===== src/design/ssp_pkg.sv =====
// Shared types and constants for the signature string parser.
// No dependencies; imported by signature_string_parser.
package ssp_pkg;

    localparam int MAX_ORDER_DEF = 26;
    localparam int FIFO_DEPTH    = 4;
    localparam int MAX_RESULTS   = 3;

    localparam logic [5:0] POS_SAT   = 6'd52;
    localparam logic [5:0] TOTAL_SAT = 6'd63;

    localparam logic [7:0] CH_UPPER_A = 8'h41;
    localparam logic [7:0] CH_UPPER_Z = 8'h5A;
    localparam logic [7:0] CH_LOWER_A = 8'h61;
    localparam logic [7:0] CH_LOWER_Z = 8'h7A;
    localparam logic [7:0] CH_TAB     = 8'h09;
    localparam logic [7:0] CH_CR      = 8'h0D;
    localparam logic [7:0] CH_SPACE   = 8'h20;

    localparam logic [1:0] KIND_LABEL   = 2'd0;
    localparam logic [1:0] KIND_CYCLE   = 2'd1;
    localparam logic [1:0] KIND_SUMMARY = 2'd2;

    localparam logic [1:0] ST_VALID     = 2'd0;
    localparam logic [1:0] ST_NO_LETTER = 2'd1;
    localparam logic [1:0] ST_MISMATCH  = 2'd2;
    localparam logic [1:0] ST_OVERUSE   = 2'd3;

    typedef struct packed {
        logic [1:0] kind;
        logic [5:0] position;
        logic [4:0] letter;
        logic       inverted;
        logic [5:0] cycle_index;
        logic [5:0] cycle_length;
        logic       new_group;
        logic [1:0] status;
        logic [4:0] order;
        logic [5:0] cycle_count;
        logic [5:0] group_count;
        logic       last_result;
    } result_t;

endpackage


===== src/design/signature_string_parser.sv =====
// Signature string parser top level: input register, parse logic, result queue.
// Depends on ssp_pkg for result layout, character codes and result codes.

// The block takes a signature string one byte per transfer on the input
// channel, with last set on the final byte, and streams out label, cycle and
// summary results on the output channel. An accepted byte sits in an input
// register; there one pass of compare and counter logic works out every
// result it causes (at most three: a label, a cycle close and the summary)
// and writes them together into a four-entry result queue once the queue has
// room, while the parser state is updated, or cleared after the last byte.
// The input register is refilled in the same cycle it is consumed, so a byte
// can be taken every cycle. While the receiver is ready the output port
// delivers one result per cycle, so the sustained rate is one byte per cycle
// as long as bytes cause one result or none on average; a byte causing k
// results needs k output transfers, and the input stalls only while the
// queue lacks room for three results. Results pass from the input register
// through the queue; whitespace bytes that are not last produce no result at all.
module signature_string_parser
    import ssp_pkg::*;
#(
    parameter int MAX_ORDER = MAX_ORDER_DEF
)
(
    input  logic       clk,
    input  logic       rst_n,
    input  logic       in_valid,
    output logic       in_ready,
    input  logic [7:0] char_code,
    input  logic       last,
    output logic       out_valid,
    input  logic       out_ready,
    output logic [1:0] kind,
    output logic [5:0] position,
    output logic [4:0] letter,
    output logic       inverted,
    output logic [5:0] cycle_index,
    output logic [5:0] cycle_length,
    output logic       new_group,
    output logic [1:0] status,
    output logic [4:0] order,
    output logic [5:0] cycle_count,
    output logic [5:0] group_count,
    output logic       last_result
);

    localparam int IDX_W = $clog2(MAX_ORDER);
    localparam int PTR_W = $clog2(FIFO_DEPTH);
    localparam int CNT_W = $clog2(FIFO_DEPTH + 1);
    localparam int NUM_W = $clog2(MAX_RESULTS + 1);

    // Input register.
    logic       stage_valid_reg, stage_valid_next;
    logic [7:0] char_reg;
    logic       last_reg;

    // Parser state.
    logic [1:0] use_count_reg  [MAX_ORDER];
    logic [1:0] use_count_next [MAX_ORDER];
    logic [5:0] total_reg,   total_next;
    logic [4:0] largest_reg, largest_next;
    logic       any_reg,     any_next;
    logic [5:0] pos_reg,     pos_next;
    logic [5:0] begin_reg,   begin_next;
    logic [5:0] cycles_reg,  cycles_next;
    logic [5:0] prev_len_reg, prev_len_next;
    logic [5:0] groups_reg,  groups_next;
    logic       overuse_reg, overuse_next;

    // Result queue.
    result_t            fifo_mem [FIFO_DEPTH];
    logic [PTR_W-1:0]   head_reg, head_next;
    logic [PTR_W-1:0]   tail_reg, tail_next;
    logic [CNT_W-1:0]   count_reg, count_next;

    // Parse signals.
    logic             is_upper, is_lower, is_letter, is_space, is_sep;
    logic [7:0]       offset;
    logic [4:0]       idx;
    logic [1:0]       uc_cur;
    logic             idx_ok;
    logic [5:0]       pos_after;
    logic             close_en;
    logic [5:0]       len;
    logic             fresh;
    logic [4:0]       ord;
    logic [1:0]       st;
    result_t          res [MAX_RESULTS];
    logic [NUM_W-1:0] num_res;
    logic             pop, stage_go, room;
    logic [CNT_W-1:0] count_eff;

    // Character classes.
    assign is_upper  = (char_reg >= CH_UPPER_A) && (char_reg <= CH_UPPER_Z);
    assign is_lower  = (char_reg >= CH_LOWER_A) && (char_reg <= CH_LOWER_Z);
    assign is_letter = is_upper || is_lower;
    assign is_space  = (char_reg == CH_SPACE) || ((char_reg >= CH_TAB) && (char_reg <= CH_CR));
    assign is_sep    = !is_letter && !is_space;
    assign offset    = is_upper ? (char_reg - CH_UPPER_A) : (char_reg - CH_LOWER_A);
    assign idx       = offset[4:0];
    assign idx_ok    = ({27'd0, idx} < 32'(MAX_ORDER));
    assign uc_cur    = idx_ok ? use_count_reg[idx[IDX_W-1:0]] : 2'd0;

    // Handshake: the stage fires when the queue can take three more results,
    // counting the entry that leaves this cycle.
    assign pop       = out_valid && out_ready;
    assign count_eff = count_reg - CNT_W'(pop);
    assign room      = (count_eff <= CNT_W'(FIFO_DEPTH - MAX_RESULTS));
    assign stage_go  = stage_valid_reg && room;
    assign in_ready  = !stage_valid_reg || stage_go;

    always_comb
    begin
        stage_valid_next = stage_valid_reg;
        if (in_ready)
        begin
            stage_valid_next = in_valid;
        end
    end

    // Parse pass: results and next state for the byte in the input register.
    always_comb
    begin
        for (int i = 0; i < MAX_ORDER; i++)
        begin
            use_count_next[i] = use_count_reg[i];
        end
        total_next    = total_reg;
        largest_next  = largest_reg;
        any_next      = any_reg;
        pos_next      = pos_reg;
        begin_next    = begin_reg;
        cycles_next   = cycles_reg;
        prev_len_next = prev_len_reg;
        groups_next   = groups_reg;
        overuse_next  = overuse_reg;
        for (int i = 0; i < MAX_RESULTS; i++)
        begin
            res[i] = '0;
        end
        num_res = '0;

        // Letter label.
        if (is_letter)
        begin
            res[0].kind     = KIND_LABEL;
            res[0].position = pos_reg;
            res[0].letter   = idx;
            res[0].inverted = is_upper;
            num_res         = NUM_W'(1);
            if (idx_ok)
            begin
                if (uc_cur >= 2'd2)
                begin
                    overuse_next = 1'b1;
                end
                if (uc_cur != 2'd3)
                begin
                    use_count_next[idx[IDX_W-1:0]] = uc_cur + 2'd1;
                end
            end
            if (total_reg < TOTAL_SAT)
            begin
                total_next = total_reg + 6'd1;
            end
            if (!any_reg || (idx > largest_reg))
            begin
                largest_next = idx;
            end
            any_next = 1'b1;
            if (pos_reg < POS_SAT)
            begin
                pos_next = pos_reg + 6'd1;
            end
        end
        pos_after = pos_next;

        // Cycle close: a separator closes the open cycle, and so does the
        // last byte after its own letter has been counted.
        close_en = (is_sep || last_reg) && (begin_reg < pos_after);
        len      = pos_after - begin_reg;
        fresh    = (cycles_reg == 6'd0) || (len != prev_len_reg);
        if (close_en)
        begin
            res[num_res].kind         = KIND_CYCLE;
            res[num_res].cycle_index  = cycles_reg;
            res[num_res].cycle_length = len;
            res[num_res].new_group    = fresh;
            num_res                   = num_res + NUM_W'(1);
            if (cycles_reg < POS_SAT)
            begin
                cycles_next = cycles_reg + 6'd1;
            end
            if (fresh && (groups_reg < POS_SAT))
            begin
                groups_next = groups_reg + 6'd1;
            end
            prev_len_next = len;
            begin_next    = pos_after;
        end

        // Summary on the last byte; status checks run in priority order.
        ord = any_next ? (largest_next + 5'd1) : 5'd0;
        if (!any_next)
        begin
            st = ST_NO_LETTER;
        end
        else if (total_next != {ord, 1'b0})
        begin
            st = ST_MISMATCH;
        end
        else if (overuse_next)
        begin
            st = ST_OVERUSE;
        end
        else
        begin
            st = ST_VALID;
        end
        if (last_reg)
        begin
            res[num_res].kind        = KIND_SUMMARY;
            res[num_res].status      = st;
            res[num_res].order       = ord;
            res[num_res].cycle_count = cycles_next;
            res[num_res].group_count = groups_next;
            num_res                  = num_res + NUM_W'(1);
            for (int i = 0; i < MAX_ORDER; i++)
            begin
                use_count_next[i] = 2'd0;
            end
            total_next    = '0;
            largest_next  = '0;
            any_next      = 1'b0;
            pos_next      = '0;
            begin_next    = '0;
            cycles_next   = '0;
            prev_len_next = '0;
            groups_next   = '0;
            overuse_next  = 1'b0;
        end

        if (num_res != '0)
        begin
            res[num_res - NUM_W'(1)].last_result = 1'b1;
        end
    end

    // Queue pointers.
    always_comb
    begin
        head_next  = head_reg + PTR_W'(pop);
        tail_next  = tail_reg;
        count_next = count_eff;
        if (stage_go)
        begin
            tail_next  = tail_reg + PTR_W'(num_res);
            count_next = count_eff + CNT_W'(num_res);
        end
    end

    always_ff @(posedge clk or negedge rst_n)
    begin
        if (!rst_n)
        begin
            stage_valid_reg <= 1'b0;
            head_reg        <= '0;
            tail_reg        <= '0;
            count_reg       <= '0;
            for (int i = 0; i < MAX_ORDER; i++)
            begin
                use_count_reg[i] <= 2'd0;
            end
            total_reg    <= '0;
            largest_reg  <= '0;
            any_reg      <= 1'b0;
            pos_reg      <= '0;
            begin_reg    <= '0;
            cycles_reg   <= '0;
            prev_len_reg <= '0;
            groups_reg   <= '0;
            overuse_reg  <= 1'b0;
        end
        else
        begin
            stage_valid_reg <= stage_valid_next;
            head_reg        <= head_next;
            tail_reg        <= tail_next;
            count_reg       <= count_next;
            if (stage_go)
            begin
                for (int i = 0; i < MAX_ORDER; i++)
                begin
                    use_count_reg[i] <= use_count_next[i];
                end
                total_reg    <= total_next;
                largest_reg  <= largest_next;
                any_reg      <= any_next;
                pos_reg      <= pos_next;
                begin_reg    <= begin_next;
                cycles_reg   <= cycles_next;
                prev_len_reg <= prev_len_next;
                groups_reg   <= groups_next;
                overuse_reg  <= overuse_next;
            end
        end
    end

    // Payload registers carry no reset.
    always_ff @(posedge clk)
    begin
        if (in_valid && in_ready)
        begin
            char_reg <= char_code;
            last_reg <= last;
        end
        if (stage_go)
        begin
            for (int k = 0; k < MAX_RESULTS; k++)
            begin
                if (NUM_W'(k) < num_res)
                begin
                    fifo_mem[tail_reg + PTR_W'(k)] <= res[k];
                end
            end
        end
    end

    // Output side reads the queue head.
    assign out_valid    = (count_reg != '0);
    assign kind         = fifo_mem[head_reg].kind;
    assign position     = fifo_mem[head_reg].position;
    assign letter       = fifo_mem[head_reg].letter;
    assign inverted     = fifo_mem[head_reg].inverted;
    assign cycle_index  = fifo_mem[head_reg].cycle_index;
    assign cycle_length = fifo_mem[head_reg].cycle_length;
    assign new_group    = fifo_mem[head_reg].new_group;
    assign status       = fifo_mem[head_reg].status;
    assign order        = fifo_mem[head_reg].order;
    assign cycle_count  = fifo_mem[head_reg].cycle_count;
    assign group_count  = fifo_mem[head_reg].group_count;
    assign last_result  = fifo_mem[head_reg].last_result;

    // The queue never holds more entries than it has.
    a_fifo_bound: assert property (@(posedge clk) disable iff (!rst_n)
        count_reg <= CNT_W'(FIFO_DEPTH))
        else $error("result queue overfilled");

    // After the last byte of a string the parser state starts from zero.
    a_string_clear: assert property (@(posedge clk) disable iff (!rst_n)
        (stage_go && last_reg) |=> (pos_reg == 6'd0 && cycles_reg == 6'd0 && !any_reg))
        else $error("parser state not cleared after last byte");

    // A stalled input means a byte is waiting for queue space.
    a_stall_cause: assert property (@(posedge clk) disable iff (!rst_n)
        !in_ready |-> (stage_valid_reg && !room))
        else $error("input stalled without a waiting byte");

    // A summary is always the final result of its byte.
    a_summary_last: assert property (@(posedge clk) disable iff (!rst_n)
        (out_valid && kind == KIND_SUMMARY) |-> last_result)
        else $error("summary result without last_result");

endmodule


===== config.mk =====
export PLATFORM = sky130hd
export DESIGN_NAME = signature_string_parser
export DESIGN_NICKNAME = d
export VERILOG_FILES = /design/src/design/ssp_pkg.sv /design/src/design/signature_string_parser.sv
export SDC_FILE = /design/constraint.sdc
export NUM_CORES = 1
export LEC_CHECK = 0
export BUFFER_PORTS_ARGS = -buffer_cell sky130_fd_sc_hd__buf_2
export CAP_MARGIN = 20
export CORE_ASPECT_RATIO = 0.75
export CORE_MARGIN = 2
export CORE_UTILIZATION = 50
export CTS_CLUSTER_SIZE = 10
export DETAILED_ROUTE_END_ITERATION = 8
export GPL_TIMING_DRIVEN = 0
export PLACE_DENSITY = 0.73
export SLEW_MARGIN = 0
export SYNTH_ARGS = -nofsm -noshare
export SYNTH_HDL_FRONTEND = slang
export SYNTH_SLANG_ARGS = --single-unit

===== constraint.sdc =====
create_clock -name clk -period 10.8 [get_ports clk]
set_input_delay 2.16 -clock clk [delete_from_list [all_inputs] [get_ports clk]]
set_output_delay 2.16 -clock clk [all_outputs]
set_load 0.02 [all_outputs]

Yosys cells after proc, flatten, opt, wreduce, memory -nomap -nowiden:

Memory sizes are Yosys's and may differ from the RTL's.
Index checks and enable logic that the tools add are counted.

* logic and storage cells: 214
* memories kept: 1
* flip-flop bits (word level): 112
* bits of input ports: 13
* memory bits (writable): 188

Memories
* fifo_mem: words 4, width 47, rd ports 1, clocked after Yosys merged registers in 0, wr ports 3, RTL line signature_string_parser.sv:70 `result_t fifo_mem [FIFO_DEPTH];`

* muxes and demuxes: 88
* magnitude comparators: 26
* equal/unequal tests: 4
* add/subtract/negate cells: 18
* bitwise gates (word level): 4
* reduce and logical (&&, ||, !) cells: 32

Operators by type and width (number)
* $bwmux 141: 10
* $demux 47 s2: 10
* $mux 141: 3
* $mux 52: 4
* $mux 6: 16
* $mux 47: 2
* $bwmux 52: 1
* $mux 33: 1
* $mux 27: 1
* $mux 5: 5
* $add 6x1->6 const B: 4
* $lt 6x6->1 const B: 4
* $mux 21: 1
* $mux 20: 1
* $mux 18: 1
* $mux 2: 9
* $mux 1: 17
* $ge 8x7->1 const B: 2
* $le 8x7->1 const B: 2
* $logic_and 1x1->1: 13
* $mux 13: 1
* $mux 12: 1
* $ne 6x6->1: 2
* $bmux 2 s5: 1
* other kinds (37): 60

Longest topological paths before layout:

Gate-level depths: netlist of the first run.

* word-level depth: 22
* gate-level depth with buffers: 31

Worst setup path before layout of the first run:

OpenSTA, ideal clock, no wires.

* path type: register -> register
* start point: register char_reg[0]
* end point: memory fifo_mem[2][0] (netlist name) (enable)
* cell stages (with the launch flop): 27
* required time: 10290 ps
* setup time: 510 ps
* clock period less this slack: 9044 ps
* data arrival time: 8534 ps
* setup slack: 1756 ps
* cells stage by stage: edfxtp_1 > buf_2 > buf_2 > buf_2 > inv_1 > ha_1 > or3b_4 > o311a_4 > o21a_4 > o21ai_0 > xor2_1 > ha_1 > fa_1 > nor2b_1 > o21ai_0 > a21oi_1 > o21ai_0 > a211o_4 > clkinv_4 > buf_4 > ha_1 > xnor2_1 > inv_1 > nor2_1 > nor2_1 > nor2_1 > nor3_1

RTL lines
* start: declaration: RTL line signature_string_parser.sv:53 `logic [7:0] char_reg;`
* start signal: assignment: RTL line signature_string_parser.sv:313 `char_reg <= char_code;`
* end: declaration: RTL line signature_string_parser.sv:70

==> impl_metrics.csv, run 1 <==
group,metric,value,unit
worst_setup_path,crit_type,"reg -> reg",
finish,multi_input_area,0.00636,mm2
logic_synthesis,ys_ff_latch,300,
detailed_routing,wl,40500,um
grt,grt_pass1_wl,63400,um
timing,worstMarginPinSlew,1.01,ns
worst_setup_path,critical_path_required,11.04,ns
worst_setup_path,slowest_stage,"clkbuf_1",
finish,diodes,0,
clock_network,cts_resized,0,
logic_synthesis,syn_avg_cell_area,11.4,um2
grt,antenna_found_initial,0,
flow_run,drv_cap,0,
floorplan,die_h,156,um
clock_network,cts_setup_buffers,0,
detailed_routing,via_per_inst,6.02,
timing,finClkSkew,0.0134,ns
clock_network,hold_buffers,0,
clock_network,clk_latency,0.52,ns
finish,largest_reg_flops,188,
finish,nFillCells,2464,
placed_design,port_buffers,61,
detailed_routing,vias,11300,
timing,maxSlewHeadroom,32.5,%
floorplan,die_area,0.0322,mm2
clock_network,htree_levels,2,
clock_network,tritoncts,"done",
floorplan,core,0.0302,mm2
floorplan,die_w,206,um
timing,hold_violations,0,
power,ir_worst_vdd,0.121,mV
placed_design,pre_cts_ws,2.46,ns
worst_setup_path,r2r-start,"char_reg[0]",
power,powerDensity,289,mW/mm2
floorplan,rows,55,
worst_setup_path,r2r_slack,2.31,ns
worst_setup_path,reg2reg_depth,30,
logic_synthesis,syn_nets,1394,
worst_setup_path,crit_arrival,8.74,ns
clock_network,path_clk_slew,0.06,ns
worst_setup_path,worstPathMaxFanout,12,
grt,grt_pass1_vias,10900,
logic_synthesis,ys_seq_area_share,55.3,%
detailed_routing,wl_per_cell,21.5,um
min_path,hold_end,"use_count_reg[17]",
finish,drive_above_1_share,15.1,%
worst_setup_path,cpMostUsedCell,"o21ai_0",
logic_synthesis,synthCells,1344,
timing,rsz0062_at_grt,"false",
worst_setup_path,max_stage_delay,0.48,ns
worst_setup_path,startpoint,"char_reg[0]",
clock_network,numCtsBuffers,36,
logic_synthesis,synth-main-ff-cell,"edfxtp_1",
clock_network,clock-sinks,300,
worst_setup_path,start_kind,"flip-flop",
timing,finalSetupViolCount,0,
finish,areaGrowthSynthToFinish,14.1,%
grt,grt_max_degree,64,
min_path,hold_depth,2,
placed_design,hpwl,28700,um
logic_synthesis,yosysUniqueCellTypes,83,
detailed_routing,drtIter0Drc,1290,
floorplan,io-pin-count,62,
clock_network,ctsLongestPathBuffers,3,
timing,fin_crit_sh,78.6,%
min_path,hold_class,"reg -> reg",
grt,grt_use_total,26.0,%
timing,worst_slack,2.31,ns
worst_setup_path,cp-end-kind,"flip-flop",
finish,regArea,0.00849,mm2
detailed_routing,drtPass1Iterations,5,
floorplan,initial_core_util,50.9,%
logic_synthesis,async_reset_ff_share,34.3,%
finish,fin_util,58.0,%
clock_network,cts_root_buf,"clkbuf_16",
power,p_total,5060,uW
power,cellLeakagePower,0.00687,uW
worst_setup_path,timing.rr.end,"fifo_mem[1][8]",
timing,period_needed,8.49,ns
timing,drv_slew,0,
grt,grt_overflow,0,
logic_synthesis,yosys_warnings,0,
detailed_routing,antenna_left,0,
min_path,hp-start,"use_count_reg[17]",
detailed_routing,drcViolationCount,0,
logic_synthesis,syn_area,0.0154,mm2
logic_synthesis,synth_edf_count,197,
placed_design,gp_congestion,0.955,
finish,nets,1508,
timing,fmax,0.118,GHz
status,status,"completed",
## final cells by class
cell class | count | share of cell area, %
Clock inverter | 3 | 0.278
Tap cell | 399 | 2.85
Sequential cell | 300 | 48.4
Multi-Input combinational cell | 909 | 36.3
Buffer | 88 | 2.01
Clock buffer | 60 | 5.82
Timing Repair Buffer | 76 | 3.25
Inverter | 47 | 1.05
## per-stage QoR
step	std cells	hold slack, ns	TNS [ns]	instance area (um2)
floorplan	1344	0.465	0	15400
global placement	1804	0.482	-92.15	16200
detailed placement	1816	0.490	0	16400
CTS	1879	0.503	0	17500
global route	1882	0.512	0	17500
finish	1882	0.506	0	17500
## how the worst max path moves through the flow
stage                            to  cells after the start
floorplan            fifo_mem[2][0]                     26
global placement    fifo_mem[2][44]                     26
detailed placement   fifo_mem[1][8]                     30
CTS                  fifo_mem[1][8]                     30
global route        fifo_mem[1][12]                     30
finish               fifo_mem[1][8]                     30
## critical path: cells and delay by family, from the launching register on
kind / cells / cell delay [ns]
AND/OR/NAND/NOR: 6 / 1.22
AO/OA/AOI/OAI: 10 / 2.56
buffers and inverters: 9 / 2.43
XOR/XNOR: 1 / 0.25
flip-flops: 1 / 0.45
adder cells (fa/ha/maj): 4 / 1.31
## synth_stat cells (7+ instances only)
library cell  count  area (um2)
a21oi_1          57         285
buf_2            12        60.1
o211ai_1          8        60.1
ha_1             35         438
buf_1            10        37.5
edfxtp_1        197        5920
xnor2_1          20         175
nand2b_1         12        75.1
mux2i_1          41         410
a22o_1            7        61.3
clkbuf_1         64         240
nand4_1           7        43.8
a211oi_1          8        60.1
o22ai_1          13        81.3
mux4_2           59        1330
dfrtp_1         103        2580
nand3_1          22         110
xor2_1            8        70.1
nor3_1           35         175
and3_1            8        50.1
and2_1           29         181
a22oi_1           8        60.1
nor2_1          186         698
inv_1            41         154
nand2_1         128         480
o21ai_0         121         606
## placed cells by master (no fill, tap or decap), types with 10 or more instances in the layout
master / netlist / layout
nor3_1: 35 / 34
a21oi_1: 57 / 57
buf_2: 12 / 72
mux4_2: 59 / 59
dfrtp_1: 103 / 103
nand3_1: 22 / 22
xnor2_1: 20 / 20
o21ai_0: 121 / 121
nand2_1: 128 / 128
mux2i_1: 41 / 41
o22ai_1: 13 / 13
ha_1: 35 / 35
nor2_1: 186 / 183
nand2b_1: 12 / 12
clkbuf_1: 64 / 85
and2_1: 29 / 29
inv_1: 41 / 41
edfxtp_1: 197 / 197
buf_1: 10 / 10
clkbuf_16: 0 / 36
## layer usage
| layer | share of wire [%] | vias up | global-route usage [%] |
|---|---|---|---|
| met4 | 2.2 | 0 | 6.73 |
| li1 | - | 5142 | - |
| met2 | 44 | 535 | 38.6 |
| met1 | 44 | 5595 | 39.1 |
| met3 | 10 | 61 | 5.26 |
| met5 | 0 | - | 0 |
## power by group
part           switching, uW  internal [uW]
clock network            462            646
logic                   1490            822
registers                115           1520
## logic make-up after synthesis
| family | count (synthesis) | synth area share, % |
|---|---|---|
| AO/OA/AOI/OAI | 285 | 11.6 |
| XOR/XNOR | 29 | 1.74 |
| adder cells (fa/ha/maj) | 39 | 3.24 |
| buffers and inverters | 135 | 3.49 |
| flip-flops | 300 | 55.3 |
| multiplexers | 101 | 11.4 |
| AND/OR/NAND/NOR | 455 | 13.3 |
Power figures use the tool's default switching activity.
==> inputs of run 2 (changes only) <==
PLACE_DENSITY = 0.75   (was 0.73)
clock period = 6.9 ns   (was 10.8 ns; I/O delays follow)
==> impl_metrics.csv, run 2 (same netlist as run 1, synthesis figures left out) <==
group,metric,value,unit
clock_network,cts_root_buf,"clkbuf_16",
timing,finalSetupViolCount,0,
floorplan,core,0.0302,mm2
worst_setup_path,crit_arrival,6.89,ns
worst_setup_path,cp-end-kind,"flip-flop",
detailed_routing,vias,11500,
grt,antenna_found_initial,0,
finish,nets,1506,
floorplan,initial_core_util,50.9,%
timing,worstMarginPinSlew,1.12,ns
finish,largest_reg_flops,188,
clock_network,tritoncts,"done",
worst_setup_path,critical_path_required,7.15,ns
finish,mostFrequentLayoutCells,"edfxtp_1 (197), nor2_1 (181), nand2_1 (127)",
floorplan,die_area,0.0322,mm2
detailed_routing,wl_met2,18600,um
detailed_routing,drtPass1Iterations,6,
clock_network,numCtsBuffers,36,
timing,drv_slew,0,
grt,grt_pass1_vias,11300,
timing,fmax,0.151,GHz
clock_network,ctsLongestPathBuffers,3,
grt,grt_pass1_wl,64300,um
power,p_clk_share,21.8,%
detailed_routing,drtIter0Drc,1322,
power,seq_power_share,32.0,%
detailed_routing,route.met3.wl,3950,um
finish,drive_above_1_share,17.4,%
worst_setup_path,r2r_slack,0.27,ns
floorplan,die_w,206,um
detailed_routing,via_per_inst,6.11,
timing,fin_hold_ws,0.506,ns
detailed_routing,wl,41400,um
detailed_routing,wl_met1,17800,um
placed_design,gp_congestion,0.907,
worst_setup_path,reg2reg_depth,26,
clock_network,htree_levels,2,
power,switching_share,41.0,%
detailed_routing,drcViolationCount,0,
worst_setup_path,worstPathMaxFanout,26,
flow_run,drv_cap,0,
power,p_sw,3300,uW
finish,diodes,0,
detailed_routing,wl_per_cell,22.0,um
finish,final_cell_area,0.0177,mm2
min_path,hold_depth,2,
timing,maxSlewHeadroom,25.3,%
finish,layout_commonest_cell,"edfxtp_1",
power,combPwrFrac,46.2,%
timing,hold_violations,0,
finish,areaGrowthSynthToFinish,15.4,%
floorplan,die_h,156,um
finish,multi_input_area,0.00645,mm2
status,status,"completed",
worst_setup_path,crit_type,"reg -> reg",
clock_network,hold_buffers,0,
detailed_routing,antenna_left,0,
floorplan,io-pin-count,62,
timing,final.setup.tns,0,ns
power,powerDensity,454,mW/mm2
floorplan,rows,55,
grt,grt_use_total,26.3,%
timing,fin_crit_sh,96.2,%
power,cellLeakagePower,0.00695,uW
min_path,hold_class,"reg -> reg",
timing,finClkSkew,0.0153,ns
grt,grt_overflow,0,
detailed_routing,top_layer,"met4",
timing,period_needed,6.63,ns
timing,worst_slack,0.266,ns
finish,regArea,0.00849,mm2
clock_network,clk_latency,0.52,ns
clock_network,clock-sinks,300,
grt,grt_max_degree,65,
power,ir_worst_vdd,0.206,mV
power,intPower,4750,uW
placed_design,pre_cts_ws,-1.27,ns
placed_design,hpwl,28500,um
worst_setup_path,start_kind,"flip-flop",
finish,nFillCells,2352,
clock_network,path_clk_slew,0.05,ns
placed_design,port_buffers,61,
placed_design,place_area,0.0164,mm2
-- run 2: worst paths after layout --
kind,start,end
setup / recovery,char_reg[0],fifo_mem[0][38]
hold / removal,use_count_reg[25],use_count_reg[25]
setup reg to reg,char_reg[0],fifo_mem[0][38]
hold reg to reg,use_count_reg[25],use_count_reg[25]
max in group asynchronous,rst_n,cycles_reg[1]
min in group asynchronous,rst_n,use_count_reg[50]
-- run 2: layout make-up --
class                      instances  share of cell area (%)
buffer                            81                    2.04
clock buffer                      59                    5.62
multi-input combinational        909                    36.4
tap                              399                    2.81
inverter                          47                    1.04
timing repair buffer              81                    3.74
clock inverter                     5                   0.473
sequential                       300                    47.9
-- run 2: timing repair --
action	CTS	global route
resized for setup	37	14
buffers inserted	4	4
endpoints found under the setup margin	377	360
gates cloned	0	0
pin swaps	3	2
-- run 2: critical path: stages, from the launching register on --
cell and delay, ns:
edfxtp_1 0.45, buf_8 0.23, inv_2 0.15, ha_2 0.26, or3b_4 0.41, o311a_4 0.36, o21a_4 0.18, buf_2 0.23
a31oi_1 0.20, a41o_1 0.16, inv_1 0.05, ha_1 0.34, nor2b_1 0.14, o21ai_0 0.12, a21oi_2 0.22, o21ai_1 0.12
a211o_4 0.39, clkinv_4 0.08, buf_4 0.22, ha_2 0.27, nor2_1 0.06, a21o_2 0.29, clkinv_2 0.16, nand3_1 0.23
o21ai_0 0.58, clkbuf_2 0.37, nor2_1 0.09
-- run 2: power groups by stage --
stage	Combinational (uW)	Clock (uW)	Sequential, uW
5_1_grt	4030	1840	2610
2_1_floorplan	2440	0	2540
4_1_cts	3640	1770	2570
6_report	3720	1750	2570
3_5_place_dp	3560	0	2600
3_3_place_gp	3390	0	2590
-- run 2: metal layers --
metal  vias to the layer above  track usage, %
met1                      5708            38.1
met5                         -               0
li1                       5145               -
met4                         0            7.99
met2                       552            39.6
met3                        80            6.24
-- run 2: per-stage QoR --
| step | util, % | instances | total power, uW |
|---|---|---|---|
| floorplan | - | 1344 | 4980 |
| finish | 58.7 | 1881 | 8040 |
| global route | 58.7 | 1881 | 8480 |
| detailed placement | 54.3 | 1813 | 6160 |
| global placement | 53.6 | 1804 | 5980 |
| CTS | 58.3 | 1876 | 7970 |
==> inputs of run 3 (changes only) <==
--- a/config.mk
+++ b/config.mk
@@ -9,5 +9,7 @@
 export CAP_MARGIN = 20
+export CELL_PAD_IN_SITES_DETAIL_PLACEMENT = 1
+export CELL_PAD_IN_SITES_GLOBAL_PLACEMENT = 1
 export CORE_ASPECT_RATIO = 0.75
 export CORE_MARGIN = 2
-export CORE_UTILIZATION = 50
+export CORE_UTILIZATION = 46
 export CTS_CLUSTER_SIZE = 10
@@ -15,3 +17,3 @@
 export GPL_TIMING_DRIVEN = 0
-export PLACE_DENSITY = 0.75
+export PLACE_DENSITY = 0.83
 export SLEW_MARGIN = 0
==> constraint.sdc (replaced) <==
create_clock -name clk -period 6.9 [get_ports clk]
set_input_delay 0 -clock clk [delete_from_list [all_inputs] [get_ports clk]]
set_output_delay 0 -clock clk [all_outputs]
set_load 0.02 [all_outputs]
==> impl_metrics.csv, run 3 (same netlist as run 1, synthesis figures left out) <==
group,metric,value,unit
status,status,"completed",
finish,final_cell_area,0.0180,mm2
floorplan,die_w,215,um
placed_design,hpwl,33400,um
grt,grt_pass1_wl,76800,um
detailed_routing,via_per_inst,6.18,
timing,maxSlewHeadroom,25.6,%
finish,largest_reg_flops,188,
flow_run,drv_cap,0,
timing,period_needed,6.68,ns
min_path,hold_class,"in -> reg",
grt,grt_pass1_vias,12700,
detailed_routing,drtPass1Iterations,5,
timing,finalSetupViolCount,0,
floorplan,rows,57,
grt,grt_overflow,0,
finish,multi_input_area,0.00653,mm2
timing,worstMarginPinSlew,1.11,ns
worst_setup_path,crit_type,"reg -> reg",
floorplan,core,0.0327,mm2
detailed_routing,vias,12000,
worst_setup_path,critical_path_required,7.27,ns
worst_setup_path,start_kind,"flip-flop",
grt,grt_max_degree,77,
clock_network,path_clk_slew,0.06,ns
worst_setup_path,max_stage_delay,0.41,ns
clock_network,tritoncts,"done",
worst_setup_path,slowest_stage,"or3b_4",
detailed_routing,wl,49500,um
detailed_routing,antenna_left,0,
clock_network,numCtsBuffers,36,
clock_network,clk_latency,0.54,ns
floorplan,initial_core_util,47.0,%
finish,areaGrowthSynthToFinish,17.2,%
clock_network,ctsLongestPathBuffers,3,
worst_setup_path,worstPathMaxFanout,19,
finish,diodes,0,
timing,finClkSkew,0.0249,ns
placed_design,place_area,0.0165,mm2
power,powerDensity,461,mW/mm2
timing,hold_violations,0,
finish,layout_commonest_cell,"edfxtp_1",
floorplan,io-pin-count,62,
timing,drv_slew,0,
worst_setup_path,cp-end-kind,"flip-flop",
worst_setup_path,crit_arrival,7.06,ns
power,cellLeakagePower,0.00703,uW
power,p_total,8310,uW
placed_design,port_buffers,61,
grt,met2_usage,46.6,%
grt,grt_use_total,28.9,%
timing,fin_crit_sh,96.9,%
finish,drive_above_1_share,17.9,%
finish,mostFrequentLayoutCells,"edfxtp_1 (197), nor2_1 (181), nand2_1 (127)",
detailed_routing,wl_per_cell,25.5,um
grt,gr-usage-met1,39.8,%
floorplan,die_h,162,um
placed_design,gp_congestion,0.915,
clock_network,cts_root_buf,"clkbuf_16",
finish,fin_util,55.1,%
power,ir_worst_vdd,0.284,mV
finish,regArea,0.00849,mm2
grt,grt.met3_usage,5.09,%
grt,top_usage_layer,"met2",
finish,nFillCells,3482,
detailed_routing,drtIter0Drc,1289,
timing,fmax,0.150,GHz
detailed_routing,drcViolationCount,0,
clock_network,htree_levels,2,
timing,rsz0062_at_grt,"false",
clock_network,clock-sinks,300,
finish,nets,1526,
grt,antenna_found_initial,0,
floorplan,die_area,0.0349,mm2
[run 3: worst paths after layout]
| kind | cells past startpoint | start | endpoint | slack [ns] |
|---|---|---|---|---|
| min in group asynchronous | 4 | rst_n | use_count_reg[5] | 0.53 |
| max in group asynchronous | 4 | rst_n | cycles_reg[1] | 5.93 |
| setup / recovery | 28 | char_reg[0] | fifo_mem[2][21] | 0.22 |
| setup reg to reg | 28 | char_reg[0] | fifo_mem[2][21] | 0.22 |
| hold reg to reg | 2 | use_count_reg[22] | use_count_reg[22] | 0.50 |
| hold / removal | 2 | char_code[4] | char_reg[4] | 0.18 |
[run 3: final cells by class]
cell class / count / area share, %
Inverter: 47 / 1.08
Sequential cell: 300 / 47.1
Clock buffer: 60 / 5.56
Clock inverter: 3 / 0.306
Buffer: 83 / 2.19
Tap cell: 442 / 3.07
Multi-Input combinational cell: 909 / 36.2
Timing Repair Buffer: 99 / 4.40
[run 3: stage by stage]
step                      setup TNS [ns]  instances  setup slack (ns)  hold WS, ns
after floorplan                        0       1344           0.00159       -0.296
after global placement           -460.07       1847             -2.08        0.176
after detailed placement         -374.97       1857             -1.75      -0.0983
after CTS                              0       1938            0.0260        0.169
after global routing                   0       1943            0.0201        0.193
final                                  0       1943             0.215        0.180
[run 3: report_power, final]
group | total [uW] | switching, uW | internal [uW]
combinational | 3950 | 2600 | 1360
sequential | 2590 | 205 | 2380
clock | 1770 | 744 | 1030
total | 8310 | 3550 | 4760
[run 3: repair_timing]
| item | CTS | global route |
|---|---|---|
| hold endpoints to repair | 114 | 0 |
| buffers inserted | 9 | 4 |
| pin swaps | 5 | 1 |
| resized for setup | 62 | 9 |
| hold buffers | 14 | 0 |
| setup endpoints to repair | 381 | 355 |
[run 3: critical path, delay by kind of cell (launching register included)]
kind	cells	cell delay, ns
xor+xnor	1	0.37
compound gates	8	1.75
simple gates	8	1.77
fa+ha+maj	3	0.95
flops	1	0.38
buf+inv	8	1.24
[run 3: routing by layer]
layer  part of all wire (%)  up-vias
li1                       -     5186
met1                     41     6056
met3                    9.3      119
met5                      0        -
met2                     47      641
met4                    3.5        0
